===== config.mk =====
export PLATFORM = sky130hd
export DESIGN_NAME = hex_dump_program_loader_flat
export DESIGN_NICKNAME = d
export VERILOG_FILES = /design/src/hw/rtl/hdpl_pkg.sv /design/src/hw/rtl/hdpl_text_if.sv /design/src/hw/rtl/hdpl_word_if.sv /design/src/hw/rtl/hex_dump_program_loader.sv /design/src/flat_wrapper.sv
export SDC_FILE = /design/constraint.sdc
export NUM_CORES = 1
export LEC_CHECK = 0
export BUFFER_PORTS_ARGS = -buffer_cell sky130_fd_sc_hd__buf_2
export CAP_MARGIN = 20
export CORE_MARGIN = 1.5
export CORE_UTILIZATION = 60
export DETAILED_ROUTE_END_ITERATION = 8
export GPL_TIMING_DRIVEN = 1
export PLACE_DENSITY = 0.81
export SETUP_SLACK_MARGIN = 0.3
export SLEW_MARGIN = 20
export SYNTH_ARGS = -nofsm -noshare
export SYNTH_HDL_FRONTEND = slang
export SYNTH_SLANG_ARGS = --single-unit

===== constraint.sdc =====
create_clock -name i_clk -period 5.75 [get_ports i_clk]
set_clock_uncertainty 0.05 [all_clocks]
set_input_delay 0.2875 -clock i_clk [delete_from_list [all_inputs] [get_ports i_clk]]
set_output_delay 0.2875 -clock i_clk [all_outputs]
set_load 0.005 [all_outputs]

===== src/hw/rtl/hdpl_pkg.sv =====
`default_nettype none

package hdpl_pkg;

    localparam int DEFAULT_INDEX_BITS = 11;
    localparam int VALUE_BITS         = 20;
    localparam int POS_BITS           = 6;

    localparam logic [7:0] CH_COLON = 8'h3a;
    localparam logic [7:0] CH_ZERO  = 8'h30;
    localparam logic [7:0] CH_ONE   = 8'h31;
    localparam logic [7:0] CH_TWO   = 8'h32;

    localparam logic [7:0] DIGIT_OFFSET  = 8'h30;
    localparam logic [7:0] CASE_MASK     = 8'hdf;
    localparam logic [7:0] LETTER_OFFSET = 8'h37;

    localparam logic [POS_BITS-1:0] DATA_SKIP = 6'd6;
    localparam logic [POS_BITS-1:0] DATA_LAST = 6'd37;
    localparam logic [POS_BITS-1:0] CFG_SKIP  = 6'd5;
    localparam logic [POS_BITS-1:0] CFG_LAST  = 6'd8;

    localparam logic [VALUE_BITS-1:0] BAD_MARK = 20'h10000;

    localparam logic [1:0] GRP_HI_NIB_LO = 2'd0;
    localparam logic [1:0] GRP_LO_NIB_LO = 2'd1;
    localparam logic [1:0] GRP_HI_NIB_HI = 2'd2;

    localparam logic KIND_PROGRAM = 1'b0;
    localparam logic KIND_CONFIG  = 1'b1;

    typedef enum logic [2:0] {
        PH_HUNT  = 3'd0,
        PH_COLON = 3'd1,
        PH_SAW1  = 3'd2,
        PH_SAW0  = 3'd3,
        PH_SAW02 = 3'd4,
        PH_DATA  = 3'd5,
        PH_CFG   = 3'd6
    } t_phase;

    function automatic logic [7:0] decode_char(input logic [7:0] c);
        logic [7:0] d;
        d = c;
        if (d inside {[8'h30:8'h39]}) begin
            d = d - DIGIT_OFFSET;
        end
        d = d & CASE_MASK;
        if (d inside {[8'h41:8'h5a]}) begin
            d = d - LETTER_OFFSET;
        end
        return d;
    endfunction

endpackage

`default_nettype wire


===== src/hw/rtl/hdpl_text_if.sv =====
`default_nettype none

interface hdpl_text_if;
    logic       valid;
    logic       ready;
    logic [7:0] text_byte;
    logic       end_of_text;

    modport source (output valid, output text_byte, output end_of_text, input ready);
    modport sink   (input valid, input text_byte, input end_of_text, output ready);
endinterface

`default_nettype wire


===== src/hw/rtl/hdpl_word_if.sv =====
`default_nettype none

interface hdpl_word_if #(
    parameter int INDEX_BITS = hdpl_pkg::DEFAULT_INDEX_BITS
);
    logic                                valid;
    logic                                ready;
    logic                                word_kind;
    logic [INDEX_BITS-1:0]               word_index;
    logic [hdpl_pkg::VALUE_BITS-1:0]     word_value;

    modport source (output valid, output word_kind, output word_index, output word_value,
                    input ready);
    modport sink   (input valid, input word_kind, input word_index, input word_value,
                    output ready);
endinterface

`default_nettype wire


===== src/hw/rtl/hex_dump_program_loader.sv =====
`default_nettype none

// Hex-dump program loader: takes one text character per transfer on i_text and emits
// program words (from ':10' data records) and one config word (from a ':021' record)
// on o_word. One character is accepted every cycle unless o_word stalls with the input
// and result registers full; a character passes the input register and then the parse
// state and the result register, which drives o_word.
// The input register and the result register each hold while o_word stalls, so
// input keeps flowing until both are full.
// After the config word the parser ignores text until a character marked
// end_of_text, which returns the parse state to its reset values.
module hex_dump_program_loader #(
    parameter int INDEX_BITS = hdpl_pkg::DEFAULT_INDEX_BITS
) (
    input  wire            i_clk,
    input  wire            i_rst_n,
    hdpl_text_if.sink      i_text,
    hdpl_word_if.source    o_word
);
    import hdpl_pkg::*;

    // input register
    logic       r_in_valid;
    logic [7:0] r_in_byte;
    logic       r_in_last;

    // parse state
    t_phase                  r_phase, n_phase;
    logic [POS_BITS-1:0]     r_pos, n_pos;
    logic [VALUE_BITS-1:0]   r_partial, n_partial;
    logic [INDEX_BITS-1:0]   r_index, n_index;
    logic                    r_slot, n_slot;
    logic                    r_done, n_done;

    // result register
    logic                    r_out_valid;
    logic                    r_kind, n_kind;
    logic [INDEX_BITS-1:0]   r_out_index, n_out_index;
    logic [VALUE_BITS-1:0]   r_value, n_value;
    logic                    n_emit;

    logic       advance;
    logic [7:0] dec;
    logic       dec_ok;
    logic [1:0] grp;

    assign advance      = r_in_valid && (!r_out_valid || o_word.ready);
    assign i_text.ready = !r_in_valid || advance;

    assign o_word.valid      = r_out_valid;
    assign o_word.word_kind  = r_kind;
    assign o_word.word_index = r_out_index;
    assign o_word.word_value = r_value;

    assign dec    = decode_char(r_in_byte);
    assign dec_ok = (dec[7:4] == 4'd0);

    always_ff @(posedge i_clk) begin
        if (!i_rst_n) begin
            r_in_valid <= 1'b0;
        end else if (i_text.ready) begin
            r_in_valid <= i_text.valid;
        end
        if (i_text.valid && i_text.ready) begin
            r_in_byte <= i_text.text_byte;
            r_in_last <= i_text.end_of_text;
        end
    end

    always_ff @(posedge i_clk) begin
        if (!i_rst_n) begin
            r_phase   <= PH_HUNT;
            r_pos     <= '0;
            r_partial <= '0;
            r_index   <= '0;
            r_slot    <= 1'b0;
            r_done    <= 1'b0;
        end else if (advance) begin
            r_phase   <= n_phase;
            r_pos     <= n_pos;
            r_partial <= n_partial;
            r_index   <= n_index;
            r_slot    <= n_slot;
            r_done    <= n_done;
        end
    end

    always_ff @(posedge i_clk) begin
        if (!i_rst_n) begin
            r_out_valid <= 1'b0;
        end else if (advance) begin
            r_out_valid <= n_emit;
        end else if (o_word.ready) begin
            r_out_valid <= 1'b0;
        end
        if (advance && n_emit) begin
            r_kind      <= n_kind;
            r_out_index <= n_out_index;
            r_value     <= n_value;
        end
    end

    always_comb begin
        n_phase     = r_phase;
        n_pos       = r_pos;
        n_partial   = r_partial;
        n_index     = r_index;
        n_slot      = r_slot;
        n_done      = r_done;
        n_emit      = 1'b0;
        n_kind      = KIND_PROGRAM;
        n_out_index = r_index;
        n_value     = '0;
        grp         = 2'(r_pos - DATA_SKIP);

        if (!r_done) begin
            case (r_phase)
                PH_COLON: begin
                    if (r_in_byte == CH_ZERO) begin
                        n_phase = PH_SAW0;
                    end else if (r_in_byte == CH_ONE && !r_slot) begin
                        n_phase = PH_SAW1;
                    end else if (r_in_byte == CH_COLON) begin
                        n_phase = PH_COLON;
                    end else begin
                        n_phase = PH_HUNT;
                    end
                    n_slot = 1'b0;
                end
                PH_SAW1: begin
                    if (r_in_byte == CH_ZERO) begin
                        n_phase = PH_DATA;
                        n_pos   = '0;
                    end else begin
                        n_phase = (r_in_byte == CH_COLON) ? PH_COLON : PH_HUNT;
                    end
                end
                PH_SAW0: begin
                    if (r_in_byte == CH_TWO) begin
                        n_phase = PH_SAW02;
                    end else begin
                        n_phase = (r_in_byte == CH_COLON) ? PH_COLON : PH_HUNT;
                    end
                end
                PH_SAW02: begin
                    if (r_in_byte == CH_ONE) begin
                        n_phase = PH_CFG;
                        n_pos   = '0;
                    end else begin
                        n_phase = (r_in_byte == CH_COLON) ? PH_COLON : PH_HUNT;
                    end
                end
                PH_DATA: begin
                    if (r_pos >= DATA_SKIP) begin
                        if (grp == GRP_HI_NIB_LO) begin
                            n_partial = dec_ok ? {12'd0, dec[3:0], 4'd0} : BAD_MARK;
                        end else if (!dec_ok) begin
                            n_partial = r_partial | BAD_MARK;
                        end else if (grp == GRP_LO_NIB_LO) begin
                            n_partial = r_partial | {12'd0, dec};
                        end else if (grp == GRP_HI_NIB_HI) begin
                            n_partial = r_partial | {dec, 12'd0};
                        end else if ((r_partial & BAD_MARK) == '0) begin
                            n_emit      = 1'b1;
                            n_kind      = KIND_PROGRAM;
                            n_out_index = r_index;
                            n_value     = {4'd0, r_partial[15:0] | {dec, 8'd0}};
                            n_index     = r_index + 1'b1;
                        end
                    end
                    if (r_pos >= DATA_LAST) begin
                        n_phase = PH_HUNT;
                        n_pos   = '0;
                        n_slot  = 1'b1;
                    end else begin
                        n_pos = r_pos + 1'b1;
                    end
                end
                PH_CFG: begin
                    if (r_pos >= CFG_SKIP) begin
                        case (2'(r_pos - CFG_SKIP))
                            GRP_HI_NIB_LO: n_partial = {8'd0, dec, 4'd0};
                            GRP_LO_NIB_LO: n_partial = r_partial | {12'd0, dec};
                            GRP_HI_NIB_HI: n_partial = r_partial | {dec, 12'd0};
                            default: begin
                                n_emit      = 1'b1;
                                n_kind      = KIND_CONFIG;
                                n_out_index = '0;
                                n_value     = r_partial | {4'd0, dec, 8'd0};
                                n_done      = 1'b1;
                                n_phase     = PH_HUNT;
                            end
                        endcase
                    end
                    n_pos = (r_pos < CFG_LAST) ? r_pos + 1'b1 : '0;
                end
                default: begin
                    if (r_in_byte == CH_COLON) begin
                        n_phase = PH_COLON;
                    end else begin
                        n_phase = PH_HUNT;
                        n_slot  = 1'b0;
                    end
                end
            endcase
        end

        if (r_in_last) begin
            n_phase   = PH_HUNT;
            n_pos     = '0;
            n_partial = '0;
            n_index   = '0;
            n_slot    = 1'b0;
            n_done    = 1'b0;
        end
    end

endmodule

`default_nettype wire

===== src/flat_wrapper.sv =====
// flat-port wrapper written by rule: the top's interface ports become plain ports
module hex_dump_program_loader_flat import hdpl_pkg::*;
#(
    parameter int INDEX_BITS = hdpl_pkg::DEFAULT_INDEX_BITS
)
  (i_clk, i_rst_n, i_text_valid, i_text_text_byte, i_text_end_of_text, i_text_ready, o_word_valid, o_word_word_kind, o_word_word_index, o_word_word_value, o_word_ready);
  hdpl_text_if i_text_i ();
  hdpl_word_if #(.INDEX_BITS(INDEX_BITS)) o_word_i ();
  input  wire i_clk;
  input  wire i_rst_n;
  input wire logic [$bits(i_text_i.valid)-1:0] i_text_valid;
  input wire logic [$bits(i_text_i.text_byte)-1:0] i_text_text_byte;
  input wire logic [$bits(i_text_i.end_of_text)-1:0] i_text_end_of_text;
  output wire logic [$bits(i_text_i.ready)-1:0] i_text_ready;
  output wire logic [$bits(o_word_i.valid)-1:0] o_word_valid;
  output wire logic [$bits(o_word_i.word_kind)-1:0] o_word_word_kind;
  output wire logic [$bits(o_word_i.word_index)-1:0] o_word_word_index;
  output wire logic [$bits(o_word_i.word_value)-1:0] o_word_word_value;
  input wire logic [$bits(o_word_i.ready)-1:0] o_word_ready;
  assign i_text_i.valid = i_text_valid;
  assign i_text_i.text_byte = i_text_text_byte;
  assign i_text_i.end_of_text = i_text_end_of_text;
  assign i_text_ready = i_text_i.ready;
  assign o_word_valid = o_word_i.valid;
  assign o_word_word_kind = o_word_i.word_kind;
  assign o_word_word_index = o_word_i.word_index;
  assign o_word_word_value = o_word_i.word_value;
  assign o_word_i.ready = o_word_ready;
  hex_dump_program_loader #(.INDEX_BITS(INDEX_BITS)) u_core (.i_clk(i_clk), .i_rst_n(i_rst_n), .i_text(i_text_i), .o_word(o_word_i));
endmodule

==> reports/metrics.csv <==
metric,value,unit
outcome,"finished, final reports clean",
CTS tree,built,
drt pass-1 iters,5,
Starting Density,0.6288,
crit path DAT,4030,ps
Yosys warnings,0,
synthesized flop and latch total,85,
post-synthesis cell type count,67,
CTS Hold Bufs,0,
Max Clk Rate,259.1,MHz
Tcrit/Tclk final,0.6712,
diodes inserted,0,
Synth top area share,0.2671,
H-tree depth,3,
gpl congestion,0.9542,
Hold Path End,u_core.r_in_byte[4]$_DFFE_PP_,
Crit. End Element,flip-flop,
post-synthesis sequential area ratio,0.4582,
first-pass GRT wire length,16.17,mm
Routed Antenna Nets,0,
Max Buffers Root-to-Sink,2,
worst r2r path cells,7,
critical path type,reg -> reg,
worst slew pin tran,964.9,ps
Startpoint Class,flip-flop,
Worst path top cell family by delay,simple AND/OR/NAND/NOR gates,
layout cells sized above 1,0.1520,
initial antenna violation count,0,
hold path start,i_text_text_byte[4],
Nets,531,
detailed placement HPWL,6.732,mm
setup ws final,1891,ps
count of final hold-check violations,0,
met2 Usage GRT,0.3997,
met1 Track Usage GR,0.3191,
Post-CTS Resized,0,
Area growth syn-to-layout,9.528,%
via count of the first global-routing pass,3470,
"worst slack, placed",1592,ps
Pleak,2.093,nW
Layout Cells excl Fill,612,
WHS Path Cells,1,
dominant cells by area after synthesis,"edfxtp_1 27%, dfxtp_1 19%, nand2_1 3.9%, ha_1 2.7%, nor2b_1 2.7%",
Synth area leader,edfxtp_1,
fillers,575,
RSZ-0062 raised after global routing,false,
Util after Layout,0.6887,
reg2reg start,u_core.r_in_byte[6]$_DFFE_PP_,
PD cells,234.3,nW/µm²
"Slew Viols, Final",0,
Residual DRC,0,
setup_tns,0,ps
worst min path class,in -> reg,
height of the die,90.65,µm
Synth Instances,477,
final setup fails,0,
Iteration-0 DRC Markers,254,
Worst R2R End,u_core.o_word.word_value[7]$_SDFFCE_PP0P_,
clock sink total,85,
Hold WS,43.50,ps
Rows,31,
CP Cell Sequence,"nor3b_2, o21ai_0, a32o_1, xnor2_2, a31oi_1, nor2_1, and2_1",
worst-path maximum fanout,16,
area of the mapped netlist,4609,µm²
via count,3804,
Horiz. Die Dim,90.65,µm
Max-Cap Viols,0,
CP Data Required Time,5920,ps
final critical-path required period,3859,ps
Max-slew headroom,0.3544,
Die Area,8217,µm²
met3 GRT Util,0.04209,
vias per cell,6.216,
worst vdd ir,0.1315,mV
# placed instances,596,
number of synthesized flops with an enable pin,41,
root buffer cell,clkbuf_8,
GRT Max-Usage Layer,met2,
number of port buffers,46,
slowest CP cell,nor2_1,
Post-synth ARST share,0,
DR WL/cell,15.88,µm
post-synthesis average cell area,9.663,µm²
TritonCTS buffer count,9,
Post CTS Setup Buffer Count,0,
"Clk Latency, worst-skew pair",360,ps
maximum number of pins on one net before global-route repair,44,
WL final,9.719,mm
grt total ovfl,0,
Main synth FF type,dfxtp_1,
core footprint,7331,µm²
CP bufs+invs,0,
Overall Global Routing Usage,0.2436,
reg2reg setup slack,1890,ps
I/O pin count,47,
Synthesized Nets,500,
clk slew on worst S/H paths,100,ps
critical path's largest stage delay,770,ps
-- state kept, by name, indices dropped and copies added, names as in the netlist --
register and cells:
u_core.r_index 11, u_core.r_partial 20, u_core.o_word.word_value 20, u_core.r_slot 1, u_core.o_word.word_index 11, u_core.o_word.word_kind 1
u_core.r_in_last 1, u_core.r_done 1, u_core.o_word.valid 1, u_core.r_phase 3, u_core.r_in_byte 8, u_core.r_pos 6
u_core.r_in_valid 1
-- layer usage --
| metal | wire length (µm) | vias to the layer above |
|---|---|---|
| li1 | - | 1867 |
| met1 | 4368 | 1764 |
| met2 | 4586 | 154 |
| met3 | 584 | 19 |
| met4 | 180 | 0 |
| met5 | 0 | - |
-- kinds of logic after synthesis --
logic type | synth area share
AOI/OAI and AO/OA | 0.2112
buffers and inverters | 0.04316
muxes | 0.02443
xor gates and xnor gates | 0.01303
adders and majority gates | 0.02714
DFF | 0.4582
and+or+nand+nor | 0.2229
-- worst max path at each step --
| stage | start | depth (start not counted) | end |
|---|---|---|---|
| CTS | u_core.r_in_byte[6]$_DFFE_PP_ | 7 | u_core.o_word.word_value[7]$_SDFFCE_PP0P_ |
| global placement | u_core.r_in_byte[6]$_DFFE_PP_ | 7 | u_core.o_word.word_value[2]$_SDFFCE_PP0P_ |
| global route | u_core.r_in_byte[6]$_DFFE_PP_ | 7 | u_core.o_word.word_value[7]$_SDFFCE_PP0P_ |
| finish | u_core.r_in_byte[6]$_DFFE_PP_ | 7 | u_core.o_word.word_value[7]$_SDFFCE_PP0P_ |
| detailed placement | u_core.r_in_byte[6]$_DFFE_PP_ | 7 | u_core.o_word.word_value[7]$_SDFFCE_PP0P_ |
| floorplan | u_core.r_in_byte[1]$_DFFE_PP_ | 10 | u_core.o_word.word_index[0]$_DFFE_PP_ |
-- synth_stat cells (14+ instances only) --
library cell / number
edfxtp_1: 41
and2_1: 15
nor3_1: 14
nor2b_1: 20
nand2_1: 48
nor2_1: 29
dfxtp_1: 44
o21ai_0: 17
a31oi_1: 15
clkbuf_1: 20
-- worst register-to-register path, stage by stage (launching register included) --
cell and delay (ps):
edfxtp_1 530, nor3b_2 580, o21ai_0 380, a32o_1 460
xnor2_2 490, a31oi_1 210, nor2_1 770, and2_1 260
-- cell type report --
type / instances / area (µm²) / share of cell area
flip-flops and latches: 85 / 2112 / 0.4183
multi-input cells: 349 / 2306 / 0.4568
inverters: 13 / 48.80 / 0.009665
clock buffers: 9 / 123.9 / 0.02454
well taps: 99 / 123.9 / 0.02454
repair buffers: 50 / 260.3 / 0.05155
clock inverters: 7 / 73.82 / 0.01462
-- metrics by stage --
stage	instance area (µm²)	total power, mW
floorplan	4609	0.7432
global placement	4846	0.7620
detailed placement	4846	0.7631
CTS	5044	1.181
global route	5049	1.219
finish	5049	1.183
-- cells in the final DEF, fill, tap and decap left out, types with 7 or more instances in the layout --
cell       Yosys  layout
buf_2          3      46
nand3_1       12      12
edfxtp_1      41      41
clkbuf_8       0       9
nor2_1        29      28
o21ai_0       17      17
and3_1        13      13
ha_1          10      10
a2111o_1       7       7
nor2b_1       20      20
nand2_1       48      48
o21a_1        10      10
a21boi_0      11      11
nor3_1        14      14
a41o_1         7       7
inv_1         13      13
nand4_1        9       9
dfxtp_1       44      44
and2_1        15      15
mux2i_1        9       9
a31oi_1       15      15
a21oi_1       13      13
o2111ai_1      7       7
-- report_power, final --
part	internal (mW)	leakage, nW	total (mW)	switching, mW
combinational	0.0376	1.18	0.101	0.0639
sequential	0.638	0.813	0.651	0.0126
clock	0.203	0.0952	0.430	0.227
total	0.879	2.09	1.18	0.304
Note: power is estimated with default switching activity, not from simulation.
